### config.mk
export PLATFORM = sky130hd
export DESIGN_NAME = three_channel_limit_alarm_reporter_flat
export DESIGN_NICKNAME = d
export VERILOG_FILES = /design/src/tclar_pkg.sv /design/src/tclar_in_if.sv /design/src/tclar_out_if.sv /design/src/three_channel_limit_alarm_reporter.sv /design/src/flat_wrapper.sv
export SDC_FILE = /design/constraint.sdc
export NUM_CORES = 1
export LEC_CHECK = 0
export BUFFER_PORTS_ARGS = -buffer_cell sky130_fd_sc_hd__buf_4
export CAP_MARGIN = 10
export CORE_MARGIN = 4
export CORE_UTILIZATION = 34
export DETAILED_ROUTE_END_ITERATION = 8
export PLACE_DENSITY_LB_ADDON = 0.1
export SYNTH_ARGS = -nofsm -noshare
export SYNTH_HDL_FRONTEND = slang
export SYNTH_SLANG_ARGS = --single-unit
### constraint.sdc
create_clock -name clk_i -period 4.95 [get_ports clk_i]
set_input_delay 0.495 -clock clk_i [delete_from_list [all_inputs] [get_ports clk_i]]
set_output_delay 0.495 -clock clk_i [all_outputs]
set_load 0.01 [all_outputs]
### src/tclar_pkg.sv
`timescale 1ns / 1ps
package tclar_pkg;

  // field widths
  localparam int unsigned TEMP_W   = 15;
  localparam int unsigned THYST_W  = 13;
  localparam int unsigned PH_W     = 11;
  localparam int unsigned SAL_W    = 14;
  localparam int unsigned REASON_W = 3;
  localparam int unsigned FLAG_N   = 5;

  // configuration port
  localparam int unsigned CFG_IDX_W  = 3;
  localparam int unsigned CFG_DATA_W = 15;

  // flag bit positions
  localparam int unsigned FLG_TEMP_HIGH = 0;
  localparam int unsigned FLG_PH_LOW    = 1;
  localparam int unsigned FLG_PH_HIGH   = 2;
  localparam int unsigned FLG_SAL_LOW   = 3;
  localparam int unsigned FLG_SAL_HIGH  = 4;

  // register reset values
  localparam logic signed [TEMP_W-1:0] TEMP_MAX_RST  = 15'sd2500;
  localparam logic [THYST_W-1:0]       TEMP_HYST_RST = 13'd500;
  localparam logic [PH_W-1:0]          PH_MIN_RST    = 11'd280;
  localparam logic [PH_W-1:0]          PH_MAX_RST    = 11'd300;
  localparam logic [PH_W-1:0]          PH_HYST_RST   = 11'd10;
  localparam logic [SAL_W-1:0]         SAL_MIN_RST   = 14'd200;
  localparam logic [SAL_W-1:0]         SAL_MAX_RST   = 14'd300;
  localparam logic [SAL_W-1:0]         SAL_HYST_RST  = 14'd50;

  // skip counter terminal counts
  localparam logic [1:0] SKIP_NORM_LAST = 2'd3;
  localparam logic [1:0] SKIP_WARN_LAST = 2'd2;

  typedef enum logic [CFG_IDX_W-1:0] {
    CFG_TEMP_MAX  = 3'd0,
    CFG_TEMP_HYST = 3'd1,
    CFG_PH_MIN    = 3'd2,
    CFG_PH_MAX    = 3'd3,
    CFG_PH_HYST   = 3'd4,
    CFG_SAL_MIN   = 3'd5,
    CFG_SAL_MAX   = 3'd6,
    CFG_SAL_HYST  = 3'd7
  } cfg_idx_e;

  typedef enum logic [REASON_W-1:0] {
    RSN_NONE      = 3'd0,
    RSN_FIRST     = 3'd1,
    RSN_ALARM_IN  = 3'd2,
    RSN_ALARM_CLR = 3'd3,
    RSN_WARN_PER  = 3'd4,
    RSN_NORM_PER  = 3'd5
  } reason_e;

  typedef logic [FLAG_N-1:0] flags_t;

endpackage

### src/tclar_in_if.sv
`timescale 1ns / 1ps
interface tclar_in_if;
  import tclar_pkg::*;

  logic                     valid;
  logic                     ready;
  logic                     cmd;
  logic signed [TEMP_W-1:0] temp_sample;
  logic [PH_W-1:0]          ph_sample;
  logic [SAL_W-1:0]         sal_sample;

  modport source (output valid, cmd, temp_sample, ph_sample, sal_sample, input ready);
  modport sink   (input valid, cmd, temp_sample, ph_sample, sal_sample, output ready);
endinterface

### src/tclar_out_if.sv
`timescale 1ns / 1ps
interface tclar_out_if;
  import tclar_pkg::*;

  logic                valid;
  logic                ready;
  logic                report;
  logic [REASON_W-1:0] report_reason;
  logic                warning_active;
  logic                temp_high_flag;
  logic                ph_low_flag;
  logic                ph_high_flag;
  logic                sal_low_flag;
  logic                sal_high_flag;

  modport source (output valid, report, report_reason, warning_active, temp_high_flag,
                  ph_low_flag, ph_high_flag, sal_low_flag, sal_high_flag, input ready);
  modport sink   (input valid, report, report_reason, warning_active, temp_high_flag,
                  ph_low_flag, ph_high_flag, sal_low_flag, sal_high_flag, output ready);
endinterface

### src/three_channel_limit_alarm_reporter.sv
`timescale 1ns / 1ps
// channel   dir  contents
// smp_i     in   cmd, temp_sample, ph_sample, sal_sample
// res_o     out  report, report_reason, warning_active, five alarm flags
// cfg_*     in   write enable, register index, write data (no read-back)
//
// one word per cycle in, one result word per cycle out, while res_o is not stalled;
// res_o.valid rises in the cycle after accept, set by the single result register
// the result register frees itself in the cycle res_o.ready takes it, so a
// stalled output blocks input only while that one register is full
// rst_ni clears warning, flags and skip count, arms the first report and
// loads the register defaults
module three_channel_limit_alarm_reporter (
  input  logic                              clk_i,
  input  logic                              rst_ni,
  input  logic                              cfg_we_i,
  input  logic [tclar_pkg::CFG_IDX_W-1:0]   cfg_idx_i,
  input  logic [tclar_pkg::CFG_DATA_W-1:0]  cfg_data_i,
  tclar_in_if.sink                          smp_i,
  tclar_out_if.source                       res_o
);
  import tclar_pkg::*;

  // configuration registers
  logic signed [TEMP_W-1:0] temp_max_q;
  logic [THYST_W-1:0]       temp_hyst_q;
  logic [PH_W-1:0]          ph_min_q, ph_max_q, ph_hyst_q;
  logic [SAL_W-1:0]         sal_min_q, sal_max_q, sal_hyst_q;

  // block state
  logic       warn_q, warn_d;
  flags_t     flags_q, flags_d;
  logic [1:0] skip_q, skip_d;
  logic       first_q, first_d;
  reason_e    reason_d;

  // result register
  logic    out_vld_q;
  logic    out_warn_q;
  flags_t  out_flags_q;
  reason_e out_reason_q;

  logic accept;

  // extended operands for the compares
  logic signed [TEMP_W+1:0] t_ext, tmax_ext, t_clr_lim;
  logic signed [PH_W+1:0]   ph_hi_lim;
  logic [PH_W:0]            ph_lo_lim;
  logic signed [SAL_W+1:0]  sal_hi_lim;
  logic [SAL_W:0]           sal_lo_lim;
  flags_t                   flg_set, flg_clr;

  assign accept      = smp_i.valid && smp_i.ready;
  assign smp_i.ready = !out_vld_q || res_o.ready;

  // configuration writes
  always_ff @(posedge clk_i or negedge rst_ni) begin
    if (!rst_ni) begin
      temp_max_q  <= TEMP_MAX_RST;
      temp_hyst_q <= TEMP_HYST_RST;
      ph_min_q    <= PH_MIN_RST;
      ph_max_q    <= PH_MAX_RST;
      ph_hyst_q   <= PH_HYST_RST;
      sal_min_q   <= SAL_MIN_RST;
      sal_max_q   <= SAL_MAX_RST;
      sal_hyst_q  <= SAL_HYST_RST;
    end else if (cfg_we_i) begin
      unique case (cfg_idx_e'(cfg_idx_i))
        CFG_TEMP_MAX:  temp_max_q  <= cfg_data_i[TEMP_W-1:0];
        CFG_TEMP_HYST: temp_hyst_q <= cfg_data_i[THYST_W-1:0];
        CFG_PH_MIN:    ph_min_q    <= cfg_data_i[PH_W-1:0];
        CFG_PH_MAX:    ph_max_q    <= cfg_data_i[PH_W-1:0];
        CFG_PH_HYST:   ph_hyst_q   <= cfg_data_i[PH_W-1:0];
        CFG_SAL_MIN:   sal_min_q   <= cfg_data_i[SAL_W-1:0];
        CFG_SAL_MAX:   sal_max_q   <= cfg_data_i[SAL_W-1:0];
        CFG_SAL_HYST:  sal_hyst_q  <= cfg_data_i[SAL_W-1:0];
      endcase
    end
  end

  // clear thresholds, exact in widened arithmetic
  assign t_ext      = {{2{smp_i.temp_sample[TEMP_W-1]}}, smp_i.temp_sample};
  assign tmax_ext   = {{2{temp_max_q[TEMP_W-1]}}, temp_max_q};
  assign t_clr_lim  = tmax_ext - $signed({4'b0, temp_hyst_q});
  assign ph_lo_lim  = {1'b0, ph_min_q} + {1'b0, ph_hyst_q};
  assign ph_hi_lim  = $signed({2'b0, ph_max_q}) - $signed({2'b0, ph_hyst_q});
  assign sal_lo_lim = {1'b0, sal_min_q} + {1'b0, sal_hyst_q};
  assign sal_hi_lim = $signed({2'b0, sal_max_q}) - $signed({2'b0, sal_hyst_q});

  // limit checks while normal, low wins over high
  always_comb begin
    flg_set = '0;
    flg_set[FLG_TEMP_HIGH] = t_ext > tmax_ext;
    flg_set[FLG_PH_LOW]    = smp_i.ph_sample < ph_min_q;
    flg_set[FLG_PH_HIGH]   = !flg_set[FLG_PH_LOW] && (smp_i.ph_sample > ph_max_q);
    flg_set[FLG_SAL_LOW]   = smp_i.sal_sample < sal_min_q;
    flg_set[FLG_SAL_HIGH]  = !flg_set[FLG_SAL_LOW] && (smp_i.sal_sample > sal_max_q);
  end

  // hysteresis clear conditions while in warning
  always_comb begin
    flg_clr = '0;
    flg_clr[FLG_TEMP_HIGH] = t_ext <= t_clr_lim;
    flg_clr[FLG_PH_LOW]    = {1'b0, smp_i.ph_sample} >= ph_lo_lim;
    flg_clr[FLG_PH_HIGH]   = $signed({2'b0, smp_i.ph_sample}) <= ph_hi_lim;
    flg_clr[FLG_SAL_LOW]   = {1'b0, smp_i.sal_sample} >= sal_lo_lim;
    flg_clr[FLG_SAL_HIGH]  = $signed({2'b0, smp_i.sal_sample}) <= sal_hi_lim;
  end

  // next state and report decision
  always_comb begin
    warn_d   = warn_q;
    flags_d  = flags_q;
    skip_d   = skip_q;
    first_d  = first_q;
    reason_d = RSN_NONE;
    if (smp_i.cmd) begin
      warn_d  = 1'b0;
      flags_d = '0;
      skip_d  = '0;
      first_d = 1'b1;
    end else if (!warn_q) begin
      flags_d = flg_set;
      priority if (flg_set != '0) begin
        reason_d = RSN_ALARM_IN;
        warn_d   = 1'b1;
        skip_d   = '0;
      end else if (first_q) begin
        reason_d = RSN_FIRST;
        first_d  = 1'b0;
      end else if (skip_q == SKIP_NORM_LAST) begin
        reason_d = RSN_NORM_PER;
        skip_d   = '0;
      end else begin
        skip_d = skip_q + 2'd1;
      end
    end else begin
      flags_d = flags_q & ~flg_clr;
      priority if (flags_d == '0) begin
        reason_d = RSN_ALARM_CLR;
        warn_d   = 1'b0;
        skip_d   = '0;
      end else if (skip_q == SKIP_WARN_LAST) begin
        reason_d = RSN_WARN_PER;
        skip_d   = '0;
      end else begin
        skip_d = skip_q + 2'd1;
      end
    end
  end

  // state registers
  always_ff @(posedge clk_i or negedge rst_ni) begin
    if (!rst_ni) begin
      warn_q  <= 1'b0;
      flags_q <= '0;
      skip_q  <= '0;
      first_q <= 1'b1;
    end else if (accept) begin
      warn_q  <= warn_d;
      flags_q <= flags_d;
      skip_q  <= skip_d;
      first_q <= first_d;
    end
  end

  // result word valid
  always_ff @(posedge clk_i or negedge rst_ni) begin
    if (!rst_ni) begin
      out_vld_q <= 1'b0;
    end else if (accept) begin
      out_vld_q <= 1'b1;
    end else if (res_o.ready) begin
      out_vld_q <= 1'b0;
    end
  end

  // result word payload
  always_ff @(posedge clk_i) begin
    if (accept) begin
      out_warn_q   <= warn_d;
      out_flags_q  <= flags_d;
      out_reason_q <= reason_d;
    end
  end

  assign res_o.valid          = out_vld_q;
  assign res_o.report         = out_reason_q != RSN_NONE;
  assign res_o.report_reason  = out_reason_q;
  assign res_o.warning_active = out_warn_q;
  assign res_o.temp_high_flag = out_flags_q[FLG_TEMP_HIGH];
  assign res_o.ph_low_flag    = out_flags_q[FLG_PH_LOW];
  assign res_o.ph_high_flag   = out_flags_q[FLG_PH_HIGH];
  assign res_o.sal_low_flag   = out_flags_q[FLG_SAL_LOW];
  assign res_o.sal_high_flag  = out_flags_q[FLG_SAL_HIGH];

endmodule

### src/flat_wrapper.sv
// flat-port wrapper written by rule: the top's interface ports become plain ports
module three_channel_limit_alarm_reporter_flat import tclar_pkg::*;
  (clk_i, rst_ni, cfg_we_i, cfg_idx_i, cfg_data_i, smp_i_valid, smp_i_cmd, smp_i_temp_sample, smp_i_ph_sample, smp_i_sal_sample, smp_i_ready, res_o_valid, res_o_report, res_o_report_reason, res_o_warning_active, res_o_temp_high_flag, res_o_ph_low_flag, res_o_ph_high_flag, res_o_sal_low_flag, res_o_sal_high_flag, res_o_ready);
  tclar_in_if smp_i_i ();
  tclar_out_if res_o_i ();
  input  logic clk_i;
  input  logic rst_ni;
  input  logic cfg_we_i;
  input  logic [tclar_pkg::CFG_IDX_W-1:0] cfg_idx_i;
  input  logic [tclar_pkg::CFG_DATA_W-1:0] cfg_data_i;
  input wire logic [$bits(smp_i_i.valid)-1:0] smp_i_valid;
  input wire logic [$bits(smp_i_i.cmd)-1:0] smp_i_cmd;
  input wire logic [$bits(smp_i_i.temp_sample)-1:0] smp_i_temp_sample;
  input wire logic [$bits(smp_i_i.ph_sample)-1:0] smp_i_ph_sample;
  input wire logic [$bits(smp_i_i.sal_sample)-1:0] smp_i_sal_sample;
  output wire logic [$bits(smp_i_i.ready)-1:0] smp_i_ready;
  output wire logic [$bits(res_o_i.valid)-1:0] res_o_valid;
  output wire logic [$bits(res_o_i.report)-1:0] res_o_report;
  output wire logic [$bits(res_o_i.report_reason)-1:0] res_o_report_reason;
  output wire logic [$bits(res_o_i.warning_active)-1:0] res_o_warning_active;
  output wire logic [$bits(res_o_i.temp_high_flag)-1:0] res_o_temp_high_flag;
  output wire logic [$bits(res_o_i.ph_low_flag)-1:0] res_o_ph_low_flag;
  output wire logic [$bits(res_o_i.ph_high_flag)-1:0] res_o_ph_high_flag;
  output wire logic [$bits(res_o_i.sal_low_flag)-1:0] res_o_sal_low_flag;
  output wire logic [$bits(res_o_i.sal_high_flag)-1:0] res_o_sal_high_flag;
  input wire logic [$bits(res_o_i.ready)-1:0] res_o_ready;
  assign smp_i_i.valid = smp_i_valid;
  assign smp_i_i.cmd = smp_i_cmd;
  assign smp_i_i.temp_sample = smp_i_temp_sample;
  assign smp_i_i.ph_sample = smp_i_ph_sample;
  assign smp_i_i.sal_sample = smp_i_sal_sample;
  assign smp_i_ready = smp_i_i.ready;
  assign res_o_valid = res_o_i.valid;
  assign res_o_report = res_o_i.report;
  assign res_o_report_reason = res_o_i.report_reason;
  assign res_o_warning_active = res_o_i.warning_active;
  assign res_o_temp_high_flag = res_o_i.temp_high_flag;
  assign res_o_ph_low_flag = res_o_i.ph_low_flag;
  assign res_o_ph_high_flag = res_o_i.ph_high_flag;
  assign res_o_sal_low_flag = res_o_i.sal_low_flag;
  assign res_o_sal_high_flag = res_o_i.sal_high_flag;
  assign res_o_i.ready = res_o_ready;
  three_channel_limit_alarm_reporter u_core (.clk_i(clk_i), .rst_ni(rst_ni), .cfg_we_i(cfg_we_i), .cfg_idx_i(cfg_idx_i), .cfg_data_i(cfg_data_i), .smp_i(smp_i_i), .res_o(res_o_i));
endmodule
### Word level (Yosys, flattened, before mapping)

Cells that the tools add are included.

| word-level totals | value |
|---|---|
| bits in latches | 0 |
| memory bits (read-only) | 0 |
| logic and storage cells | 92 |
| memories | 0 |
| register bits | 122 |
| RAM bits | 0 |
| input port bits | 64 |
| output and inout bits | 12 |

| operators by class | value |
|---|---|
| equal/unequal tests | 12 |
| $lt $le $gt $ge | 10 |
| multiplexer cells | 24 |
| divide/modulo/power cells | 0 |
| shift operators | 0 |
| reduce and logical (&&, ||, !) cells | 22 |
| add/subtract/negate cells | 6 |
| multipliers | 0 |
| bitwise operators | 2 |

Operator list:

| kind | number |
|---|---|
| less-or-equal comparator 15 x 16 -> 1 bit | 2 |
| two-way mux 3 bit | 6 |
| AND reduction 2 bit | 9 |
| subtractor 15 x 14 -> 16 bit | 1 |
| adder 14 x 14 -> 15 bit | 1 |
| greater-or-equal comparator 14 x 15 -> 1 bit | 1 |
| greater-than comparator 15 bit | 1 |
| subtractor 14 x 14 -> 15 bit | 1 |
| greater-than comparator 14 bit | 1 |
| < comparator 14 bit | 1 |
| two-way mux 2 bit | 7 |
| less-or-equal comparator 12 x 13 -> 1 bit | 1 |
| adder 11 x 11 -> 12 bit | 1 |
| == test 3 bit (second input constant) | 4 |
| greater-or-equal comparator 11 x 12 -> 1 bit | 1 |
| subtractor 11 x 11 -> 12 bit | 1 |
| greater-than comparator 11 bit | 1 |
| < comparator 11 bit | 1 |
| two-way mux 5 bit | 2 |
| two-way mux 1 bit | 9 |
| == test 3 x 2 -> 1 bit (second input constant) | 2 |
| bitwise AND 5 bit | 1 |
| zero test 5 bit | 1 |
| inverter 5 bit | 1 |
| 13 further kinds | 19 |

### Longest topological paths before layout

Gate-level depths: netlist of run 1.

| depth | value |
|---|---|
| depth in word-level cells | 8 |
| mapped depth | 20 |
| mapped depth without buffers | 20 |

### Worst setup path before layout of run 1

No wires, ideal clock.

| timing path | value |
|---|---|
| kind | reg-to-reg |
| from | reg u_core.sal_hyst_q[1] |
| to | reg u_core.out_reason_q[2], in the netlist u_core.res_o.report_reason[2], data pin |
| clock period less this slack | 4.005 ns |
| setup slack | 0.945 ns |
| cell stages (with the launch flop) | 19 |
| data required time | 4.694 ns |
| path buffers | 0 |
| arrival | 3.749 ns |
| setup time | 0.256 ns |
| cell sequence | dfstp_2 -> inv_1 -> ha_1 -> nor2b_1 -> o21ai_0 -> a21oi_1 -> o211ai_1 -> a31oi_1 -> a21o_1 -> a21oi_1 -> xor2_1 -> ha_1 -> a211o_1 -> a221oi_1 -> o21ai_0 -> o21ai_0 -> and4_4 -> nand3_1 -> a41o_1 |

| between the ends | value |
|---|---|
| cells in the longest elaborated chain, start to end | 7 |
| elaborated cells on any way between the ends | 9 |
| those cells by class | add/sub (2); order compare (2); mux (2); bitwise (2); reduce/logical (1) |

RTL lines:

| what | line | RTL |
|---|---|---|
| start: declaration | three_channel_limit_alarm_reporter.sv:28 | `logic [SAL_W-1:0] sal_min_q, sal_max_q, sal_hyst_q;` |
| start signal: assignment | three_channel_limit_alarm_reporter.sv:76 | `CFG_SAL_HYST: sal_hyst_q <= cfg_data_i[SAL_W-1:0];` |
| subtractor 14 x 14 -> 15 bit / adder 14 x 14 -> 15 bit (equally long branches) | three_channel_limit_alarm_reporter.sv:88, three_channel_limit_alarm_reporter.sv:87 |  |
| less-or-equal comparator 15 x 16 -> 1 bit / greater-or-equal comparator 14 x 15 -> 1 bit (equally long branches) | three_channel_limit_alarm_reporter.sv:107, three_channel_limit_alarm_reporter.sv:106 |  |
| inverter 5 bit (*) | three_channel_limit_alarm_reporter.sv:138 | `flags_d = flags_q & ~flg_clr;` |
| bitwise AND 5 bit (*) | three_channel_limit_alarm_reporter.sv:138 |  |
| zero test 5 bit (*) | three_channel_limit_alarm_reporter.sv:139 | `priority if (flags_d == '0) begin` |
| two-way mux 3 bit (*) | three_channel_limit_alarm_reporter.sv:139 |  |
| two-way mux 3 bit (*) | three_channel_limit_alarm_reporter.sv:122 | `end else if (!warn_q) begin` |
| end signal: assignment | three_channel_limit_alarm_reporter.sv:183 | `out_reason_q <= reason_d;` |
| end: declaration | three_channel_limit_alarm_reporter.sv:41 | `reason_e out_reason_q;` |

Every way passes the cells marked *; elsewhere a longest branch is shown, timed or not.
A chain may end at the register's enable or synchronous reset.

### Worst setup path in the final report of run 1

| timing path | value |
|---|---|
| from | reg u_core.temp_hyst_q[1] |
| to | reg u_core.out_reason_q[0], in the netlist u_core.res_o.report_reason[0], data pin |

| between the ends | value |
|---|---|
| cells in the longest elaborated chain, start to end | 7 |

RTL lines:

| what | line | RTL |
|---|---|---|
| start: declaration | three_channel_limit_alarm_reporter.sv:26 | `logic [THYST_W-1:0] temp_hyst_q;` |
| start signal: assignment | three_channel_limit_alarm_reporter.sv:70 | `CFG_TEMP_HYST: temp_hyst_q <= cfg_data_i[THYST_W-1:0];` |
| subtractor 15 x 14 -> 16 bit | three_channel_limit_alarm_reporter.sv:84 | `assign t_clr_lim = tmax_ext - $signed({4'b0, temp_hyst_q});` |
| less-or-equal comparator 15 x 16 -> 1 bit | three_channel_limit_alarm_reporter.sv:103 | `flg_clr[FLG_TEMP_HIGH] = t_ext <= t_clr_lim;` |
| inverter 5 bit | three_channel_limit_alarm_reporter.sv:138 |  |
| bitwise AND 5 bit | three_channel_limit_alarm_reporter.sv:138 |  |
| zero test 5 bit | three_channel_limit_alarm_reporter.sv:139 |  |
| two-way mux 3 bit | three_channel_limit_alarm_reporter.sv:139 |  |
| two-way mux 3 bit | three_channel_limit_alarm_reporter.sv:122 |  |

No other way between the ends.

==> results of run 1 <==
routing by layer:
| metal | global-route usage | wire, um | vias to the layer above |
|---|---|---|---|
| li1 | - | - | 4262 |
| met1 | 0.252 | 14800 | 3830 |
| met2 | 0.297 | 13800 | 79 |
| met3 | 0.0257 | 774 | 6 |
| met4 | 0.0314 | 91 | 0 |
| met5 | 0 | 0 | - |
area by class of cell:
class                      count  area, um^2
clock buffer                  20         437
clock inverter                12         174
inverter                     133         499
sequential                   122        3140
multi-input combinational    861        6850
fill                        3118       18300
timing repair buffer          86         648
tap                          396         495
registers in the layout (all words and copies together) (netlist names):
signal	cells
u_core.out_flags_q	5
u_core.skip_q	2
u_core.sal_max_q	14
u_core.sal_min_q	14
u_core.res_o.report_reason	3
u_core.first_q	1
u_core.ph_hyst_q	11
u_core.flags_q	5
u_core.temp_hyst_q	13
u_core.warn_q	1
u_core.res_o.valid	1
u_core.res_o.warning_active	1
u_core.sal_hyst_q	14
u_core.ph_min_q	11
u_core.temp_max_q	15
u_core.ph_max_q	11
repair_timing:
item                                   in CTS  in global routing
endpoints found under the hold margin       7                  0
gates resized for setup                     0                  0
buffers inserted                            0                  0
hold buffers                                1                  0
logic make-up after synthesis:
| kind of cell | after synthesis | synth area share |
|---|---|---|
| fa+ha+maj | 201 | 0.242 |
| buf+inv | 149 | 0.0532 |
| xor+xnor | 48 | 0.0399 |
| mux | 60 | 0.0641 |
| compound gates | 288 | 0.174 |
| simple gates | 264 | 0.129 |
| flops | 122 | 0.298 |
report_power, final:
group / internal (W) / leakage [nW] / total [W] / switching [W]
sequential: 0.00126 / 1.41 / 0.00144 / 0.000177
combinational: 0.00147 / 4.06 / 0.00323 / 0.00176
clock: 0.000842 / 0.286 / 0.00133 / 0.000491
worst max-delay path: stages, from the launching register on:
cell and delay [ns]:
dfrtp_1 0.37, inv_1 0.06, ha_1 0.28, nor2b_1 0.13
o21a_1 0.18, o21ai_0 0.31, a211oi_1 0.17, o311ai_0 0.44
a21oi_1 0.15, nor3_1 0.21, nor2_1 0.08, ha_1 0.30
nand4_1 0.11, or3_1 0.41, a21oi_1 0.16, a211oi_1 0.06
a21o_1 0.25, and4_4 0.20, and4_4 0.21, o21a_1 0.18
cell usage in the layout, fill, tap and decap left out, types with 7 or more instances in the layout:
master and n:
a211oi_1 16, a21o_1 21, a21oi_1 66, buf_4 85, clkbuf_16 17, dfrtp_1 82, dfstp_2 31, edfxtp_1 9
ha_1 196, inv_1 133, mux2_2 59, nand2_1 85, nand2b_1 23, nand3_1 20, nand4_1 19, nor2_1 43
nor2b_1 11, nor3_1 17, o21a_1 17, o21ai_0 96, o31ai_1 7, xnor2_1 27, xor2_1 21
through the flow:
step	worst slack [ns]	hold WS, ns
6_report	0.433	0.276
5_1_grt	0.0378	0.254
4_1_cts	0.432	0.257
3_5_place_dp	0.440	0.332
3_3_place_gp	0.561	0.334
2_1_floorplan	0.945	0.199
worst min-delay path by stage:
stage	start	endpoint	slack, ns	cells after the start
2_1_floorplan	rst_ni	u_core.flags_q[0]$_DFFE_PN0P_	0.20	0
3_3_place_gp	rst_ni	u_core.sal_min_q[13]$_DFFE_PN0P_	0.33	1
3_5_place_dp	rst_ni	u_core.sal_min_q[13]$_DFFE_PN0P_	0.33	1
4_1_cts	smp_i_valid	u_core.res_o.valid$_DFFE_PN0P_	0.26	2
5_1_grt	smp_i_valid	u_core.res_o.valid$_DFFE_PN0P_	0.25	2
6_report	smp_i_valid	u_core.res_o.valid$_DFFE_PN0P_	0.28	2
==> metrics, run 1 <==
total congestion overflow 0; GPL Wtd Cong 0.882; WP data arrival 4.69 ns; clock root buffer master clkbuf_16; post-synth cell types 71; Top FF cell, synth dfrtp_1; Tot GR Track Use 0.179; Finished Layout Cells 1,630; Area Growth Syn to Fin 16.3%; Pwr per Cell Area 490 nW/um^2; YS warnings 0; synthesized flop and latch total 122; Max-slew headroom 0.419; Gate Count Post-Synth 1,132; Pre-antenna DRT Iters 4; pin count of the biggest net entering global routing 64; crit path launch type flip-flop; Yosys top cell by area ha_1; Tmin final 4.52 ns; peak supply drop 0.000207 V; fraction of layout cells with a size suffix above 1 0.182; final hold violation count 0; fin crit share 0.912; Final Max Slew Viols 0; Max-Cap Viols 0; Syn Area/Cell 9.30 um^2; DP Area 11,600 um^2; Die Footprint 33,800 um^2; via/cell ratio 5.02; final setup vio count 0; Worst Tran Pin Value 0.871 ns; Core Area 30,600 um^2; initial antenna violation count 0; Placement Rows 64; synthesized area 10,500 um^2; syn nets 1,397; port buffer count 75; CTS clk-pin slew, worst paths 0.06 ns; leakage power 5.76 nW; Synth area leaders ha_1 23%, dfrtp_1 19%, dfstp_2 7.7%; Top Ports 76; TritonCTS Sinks 122; first-pass GRT wire length 47,100 um; most frequent cells after synthesis 196 x ha_1, 133 x inv_1, 96 x o21ai_0, 85 x nand2_1, 82 x dfrtp_1; number of antenna diodes 0; Hold/Removal Path Class input port to flip-flop; Routed Antenna Nets 0; post-route cell area 12,200 um^2; Fin Setup TNS 0 ns; worst-case reg-to-reg path depth 19; Clock Tree Buf Depth 2; wirelength, routed 29,500 um; per-cell routed wire length 18.1 um; RSZ-0062 raised after global routing false; status completed; fin nets 1,486; initial core utilization 0.344; Post-synth EDFFs 9; required time of the critical path 5.13 ns; chip height 184 um; CTS tree built; Crit Reg-Reg Endpoint u_core.res_o.report_reason[0]$_SDFFCE_PP0P_; Cells after DPL 1,597; most numerous cell in the Yosys netlist ha_1; worst setup path end u_core.res_o.report_reason[0]$_SDFFCE_PP0P_; register area share after synthesis 0.298; Post-synth ARST share 0.926; R2R Setup Slk 0.43 ns; Worst Skew 0.0131 ns; final routed DRC violation total 0; vias in the first global route 8,388; number of buffers created by CTS 17; CTS H-tree lvls 4; die width 184 um; DR vias 8,177; hpwl dp 23,600 um; clk_lat worst skew 0.42 ns; Critical Path Start u_core.temp_hyst_q[1]$_DFFE_PN0P_; max frequency 221 MHz; Final Util 0.400; top cell type's share of synthesized area 0.233; RR Startpoint u_core.temp_hyst_q[1]$_DFFE_PN0P_; initial drt markers 349; Tot Pwr 0.00600 W; CP endpoint kind flip-flop; CP Max Fanout 5; Setup CP Type flip-flop to flip-flop
No activity file was read; power rests on OpenSTA's default activity.
==> run 2: changes to the inputs <==
Settings changed: PLACE_DENSITY set to 0.59, PLACE_DENSITY_LB_ADDON 0.1 to unset.
==> metrics, run 2 (synthesis results as in run 1) <==
RR Startpoint u_core.sal_hyst_q[1]$_DFFE_PN1P_; clk_lat worst skew 0.43 ns (about the same); fraction of layout cells with a size suffix above 1 0.178 (-0.00385); chip height 184 um (unchanged); initial antenna violation count 1 (+1); CTS H-tree lvls 4 (unchanged); Stages on worst setup path 18 (-1); commonest cells after routing, fill and taps aside 196 x ha_1, 133 x inv_1, 94 x o21ai_0; Final Max Slew Viols 0 (unchanged); final routed DRC violation total 0 (unchanged); Core Area 30,600 um^2 (unchanged); CP endpoint kind flip-flop; status completed; number of buffers created by CTS 17 (unchanged); WP data arrival 4.66 ns (-0.03 ns); RSZ-0062 raised after global routing false; Cells after DPL 1,590 (-0.44%); Tot GR Track Use 0.167 (-0.0122); CP Max Fanout 4 (-1); Worst Skew 0.0118 ns (-0.00137 ns); vias in the first global route 8,531 (+1.7%); initial drt markers 463 (+33%); Fill cells 3,115 (-0.096%); first-pass GRT wire length 45,200 um (-4.1%); setup ws final 0.466 ns (+0.0322 ns); GPL Wtd Cong 0.862 (-2.3%); peak supply drop 0.000231 V (+12%); commonest non-fill, non-tap cell in the layout ha_1; Critical Path Start u_core.sal_hyst_q[1]$_DFFE_PN1P_; Top Ports 76 (unchanged); via/cell ratio 5.15 (+2.7%); Area Growth Syn to Fin 15.8%; multi-input logic area 6850 um^2 (unchanged); DR vias 8,362 (+2.3%); max frequency 223 MHz (+0.72%); initial core utilization 0.344 (unchanged); wirelength, routed 27,400 um (-7.2%); pin count of the biggest net entering global routing 61 (-4.7%); Routed Antenna Nets 0 (unchanged); die width 184 um (unchanged); Tot Pwr 0.00589 W (-1.9%); leakage power 5.74 nW (-0.39%); post-CTS setup buffer count 0 (unchanged); CTS tree built; port buffer count 75 (unchanged); number of antenna diodes 0 (unchanged); DP Area 11,600 um^2 (-0.45%); cell family with most CP delay compound AO/OA/AOI/OAI gates; Pre-antenna DRT Iters 5 (+1); Max-slew headroom 0.308 (-0.112); Die Footprint 33,800 um^2 (unchanged); crit-path cells inv_1, ha_1, nor2b_1, o21ai_0, a21oi_1, o211ai_1, a31oi_1, a21o_1, a21oi_1, xor2_1, ha_1, a211o_1, a221oi_1, o21ai_0, o21ai_1, and4_4, nand3_1, a41o_1; hpwl dp 22,200 um (-5.9%); max incr delay on CP 0.57 ns (+0.13 ns); final setup vio count 0 (unchanged); Place WS 0.381 ns (-0.0589 ns); Pwr per Cell Area 483 nW/um^2 (-1.4%); CTS clk-pin slew, worst paths 0.06 ns (about the same); Clock Tree Buf Depth 2 (unchanged); R2R Setup Slk 0.47 ns (+0.03 ns); Max-Cap Viols 0 (unchanged); post-route cell area 12,200 um^2 (-0.43%); fin nets 1,480 (-0.40%); Setup CP Type flip-flop to flip-flop; Tmin final 4.48 ns (-0.0322 ns); crit path launch type flip-flop; buffer and inverter count on the worst path 1 (unchanged); CP max stage cell dfstp_2; Placement Rows 64 (unchanged); total congestion overflow 0 (unchanged); Worst Tran Pin Value 1.04 ns (+0.165 ns); per-cell routed wire length 16.9 um (-6.8%); Finished Layout Cells 1,623 (-0.43%); Hold/Removal Path Class input port to async pin; TritonCTS Sinks 122 (unchanged); worst-case reg-to-reg path depth 18 (-1); max reg flops 15 (unchanged); Crit Reg-Reg Endpoint u_core.res_o.report_reason[2]$_SDFFCE_PP0P_; Seq. cell area 3140 um^2 (unchanged); final hold violation count 0 (unchanged); Fin Setup TNS 0 ns (unchanged); fin crit share 0.906 (-0.00650); required time of the critical path 5.13 ns (about the same); clock root buffer master clkbuf_16; Reg with most FFs u_core.temp_max_q
## run 2: changes by cell type in the layout (fill, tap and decap cells not counted), moves of 2 or more
cell        previous run  this run
buf_4                 85        78
clkbuf_8               0         3
buf_6                  0         2
clkinvlp_4             4         2
o21ai_0               96        94
o21ai_1                4         6
## run 2: power by group
| part | leakage (nW) | switching (W) | internal [W] |
|---|---|---|---|
| Clock | 0.289 | 0.000445 | 0.000826 |
| Combinational | 4.04 | 0.00172 | 0.00146 |
| Sequential | 1.41 | 0.000175 | 0.00126 |
| Total | 5.74 | 0.00234 | 0.00355 |
## run 2: what timing repair did
item                                    4_1_cts  5_1_grt
hold buffers                                  0        0
endpoints found under the setup margin        0        2
resized for setup                             0        2
## run 2: worst max-delay path by stage
| stage | to |
|---|---|
| after detailed placement | u_core.res_o.report_reason[2]$_SDFFCE_PP0P_ |
| final | u_core.res_o.report_reason[2]$_SDFFCE_PP0P_ |
| after floorplan | u_core.res_o.report_reason[2]$_SDFFCE_PP0P_ |
| after CTS | u_core.res_o.report_reason[2]$_SDFFCE_PP0P_ |
| after global routing | u_core.res_o.report_reason[2]$_SDFFCE_PP0P_ |
| after global placement | u_core.res_o.report_reason[2]$_SDFFCE_PP0P_ |
## run 2: worst reg2reg max path: cells and delay by family, from the launching register on
| family | cells | cell delay, ns |
|---|---|---|
| flops | 1 | 0.57 |
| xor+xnor | 1 | 0.18 |
| fa+ha+maj | 2 | 0.56 |
| simple gates | 3 | 0.49 |
| buf+inv | 1 | 0.09 |
| compound gates | 11 | 2.33 |
## run 2: metrics by stage
stage	hold slack, ns	util
3_5_place_dp	0.503	0.378
2_1_floorplan	0.199	-
5_1_grt	0.202	0.398
3_3_place_gp	0.503	0.378
6_report	0.137	0.398
4_1_cts	0.160	0.398
## run 2: metal layers
| layer | GRT usage | share of wire | vias up |
|---|---|---|---|
| met2 | 0.279 | 0.47 | 129 |
| li1 | - | - | 4255 |
| met4 | 0.0316 | 0.012 | 2 |
| met1 | 0.226 | 0.48 | 3947 |
| met3 | 0.0336 | 0.038 | 29 |
| met5 | 0 | 0.00026 | - |
## run 2: layout make-up
type	count	share of cell area
Clock buffer	23	0.0392
Clock inverter	8	0.00986
Timing Repair Buffer	80	0.0499
Multi-Input combinational cell	861	0.562
Inverter	133	0.0410
Tap cell	396	0.0407
Sequential cell	122	0.257
==> run 3: changes to the inputs <==
Settings changed: CORE_ASPECT_RATIO set to 1.25.
==> metrics, run 3 (synthesis results as in run 1) <==
status completed; Hold/Removal Path Class input port to async pin; Routed Antenna Nets 0 (unchanged); number of antenna diodes 0 (unchanged); die width 165 um (-10%); fin nets 1,480 (unchanged); GPL Wtd Cong 0.903 (+4.8%); Tot GR Track Use 0.169 (+0.00193); Hold WS 0.234 ns (+0.0962 ns); pin count of the biggest net entering global routing 75 (+23%); Placement Rows 71 (+11%); total congestion overflow 0 (unchanged); Fin Setup TNS 0 ns (unchanged); DR vias 8,494 (+1.6%); crit path launch type flip-flop; post-CTS setup buffer count 0 (unchanged); DP Area 11,600 um^2 (+0.18%); first-pass GRT wire length 44,900 um (-0.63%); Max-Cap Viols 0 (unchanged); RR Startpoint u_core.sal_hyst_q[1]$_DFFE_PN1P_; Final Util 0.403 (+0.00473); max incr delay on CP 0.57 ns (about the same); number of buffers created by CTS 17 (unchanged); Max-slew headroom 0.267 (-0.0406); cell family with most CP delay compound AO/OA/AOI/OAI gates; CTS clk-pin slew, worst paths 0.06 ns (about the same); max frequency 220 MHz (-1.4%); initial drt markers 289 (-38%); buffer and inverter count on the worst path 1 (unchanged); CTS H-tree lvls 4 (unchanged); RSZ-0062 raised after global routing false; Clock Tree Buf Depth 2 (unchanged); required time of the critical path 5.13 ns (about the same); fin crit share 0.919 (+0.0131); final hold violation count 0 (unchanged); initial antenna violation count 0 (-1); crit-path cells inv_1, ha_1, nor2b_1, o21ai_0, a21oi_1, o211ai_1, a31oi_1, a21o_1, a21oi_1, xor2_1, ha_1, a211o_1, a221oi_1, o21ai_0, o21ai_0, and4_4, nand3_1, a41o_1; post-CTS sizing 0 (unchanged); Fill cells 3,013 (-3.3%); wirelength, routed 27,600 um (+0.91%); CTS tree built; Die Footprint 33,900 um^2 (about the same); commonest cells after routing, fill and taps aside 196 x ha_1, 133 x inv_1, 96 x o21ai_0; CP Max Fanout 4 (unchanged); R2R Setup Slk 0.40 ns (-0.07 ns); via/cell ratio 5.21 (+1.2%); Core Area 30,300 um^2 (-0.97%); final routed DRC violation total 0 (unchanged); Top Ports 76 (unchanged); final setup vio count 0 (unchanged); vias in the first global route 8,782 (+2.9%); chip height 205 um (+11%); WP data arrival 4.72 ns (+0.06 ns); hold_buf cts 0 (unchanged); max reg flops 15 (unchanged); clock root buffer master clkbuf_16; Reg with most FFs u_core.temp_max_q; Final Max Slew Viols 0 (unchanged); CP most frequent cell o21ai_0; peak supply drop 0.000289 V (+25%); Pre-antenna DRT Iters 5 (unchanged); hpwl dp 22,800 um (+2.8%); Area Growth Syn to Fin 16.0%; CP endpoint kind flip-flop; Setup CP Type flip-flop to flip-flop; post-route cell area 12,200 um^2 (+0.21%); Worst Tran Pin Value 1.09 ns (+0.0582 ns); port buffer count 75 (unchanged); Pwr per Cell Area 486 nW/um^2 (+0.67%); setup ws final 0.401 ns (-0.0651 ns); leakage power 5.75 nW (+0.20%); per-cell routed wire length 17.0 um (+0.54%); worst-case reg-to-reg path depth 18 (unchanged); Tmin final 4.55 ns (+0.0651 ns); fraction of layout cells with a size suffix above 1 0.182 (+0.00311); TritonCTS Sinks 122 (unchanged); Worst Skew 0.00807 ns (-0.00371 ns); initial core utilization 0.348 (+0.00337); CP max stage cell dfstp_2; commonest non-fill, non-tap cell in the layout ha_1; clk_lat worst skew 0.42 ns (about the same); Place WS 0.375 ns (-0.00556 ns); Crit Reg-Reg Endpoint u_core.res_o.report_reason[2]$_SDFFCE_PP0P_
==> run 3: worst register-to-register path: stages (launching register included) <==
cell and delay, ns:
dfstp_2 0.57, inv_1 0.08, ha_1 0.28, nor2b_1 0.12, o21ai_0 0.22, a21oi_1 0.18, o211ai_1 0.27, a31oi_1 0.16
a21o_1 0.20, a21oi_1 0.16, xor2_1 0.18, ha_1 0.28, a211o_1 0.30, a221oi_1 0.18, o21ai_0 0.12, o21ai_0 0.36
and4_4 0.28, nand3_1 0.10, a41o_1 0.27
==> run 3: where the power goes <==
part	total, W	internal, W	switching (W)
logic	0.00319	0.00147	0.00172
registers	0.00144	0.00126	0.000179
clock network	0.00131	0.000816	0.000492
total	0.00594	0.00355	0.00239
==> run 3: stage by stage <==
stage               cells  power (W)
floorplan            1132    0.00380
global placement     1597    0.00458
detailed placement   1597    0.00464
CTS                  1629    0.00599
global route         1629    0.00650
finish               1629    0.00594
==> run 3: how the worst max path moves through the flow <==
stage	start	to	slack [ns]	depth (start not counted)
after global placement	u_core.sal_hyst_q[1]$_DFFE_PN1P_	u_core.res_o.report_reason[2]$_SDFFCE_PP0P_	0.48	18
after floorplan	u_core.sal_hyst_q[1]$_DFFE_PN1P_	u_core.res_o.report_reason[2]$_SDFFCE_PP0P_	0.95	18
after detailed placement	u_core.sal_hyst_q[1]$_DFFE_PN1P_	u_core.res_o.report_reason[2]$_SDFFCE_PP0P_	0.38	18
after CTS	u_core.sal_hyst_q[1]$_DFFE_PN1P_	u_core.res_o.report_reason[2]$_SDFFCE_PP0P_	0.37	18
final	u_core.sal_hyst_q[1]$_DFFE_PN1P_	u_core.res_o.report_reason[2]$_SDFFCE_PP0P_	0.40	18
after global routing	u_core.temp_hyst_q[1]$_DFFE_PN0P_	u_core.res_o.report_reason[0]$_SDFFCE_PP0P_	0.07	19
==> run 3: routing by layer <==
| metal | vias up | wire length [um] | global-route usage |
|---|---|---|---|
| li1 | 4254 | - | - |
| met1 | 4054 | 11900 | 0.210 |
| met2 | 139 | 13700 | 0.292 |
| met3 | 47 | 998 | 0.0262 |
| met4 | 0 | 961 | 0.0640 |
| met5 | - | 0 | 0 |
==> run 3: layout make-up <==
| class | count | area (um^2) | area share |
|---|---|---|---|
| inverters | 133 | 499 | 0.0409 |
| flip-flops and latches | 122 | 3140 | 0.257 |
| multi-input cells | 861 | 6850 | 0.561 |
| clock inverters | 14 | 185 | 0.0152 |
| repair buffers | 80 | 601 | 0.0492 |
| well taps | 401 | 502 | 0.0411 |
| clock buffers | 18 | 439 | 0.0360 |
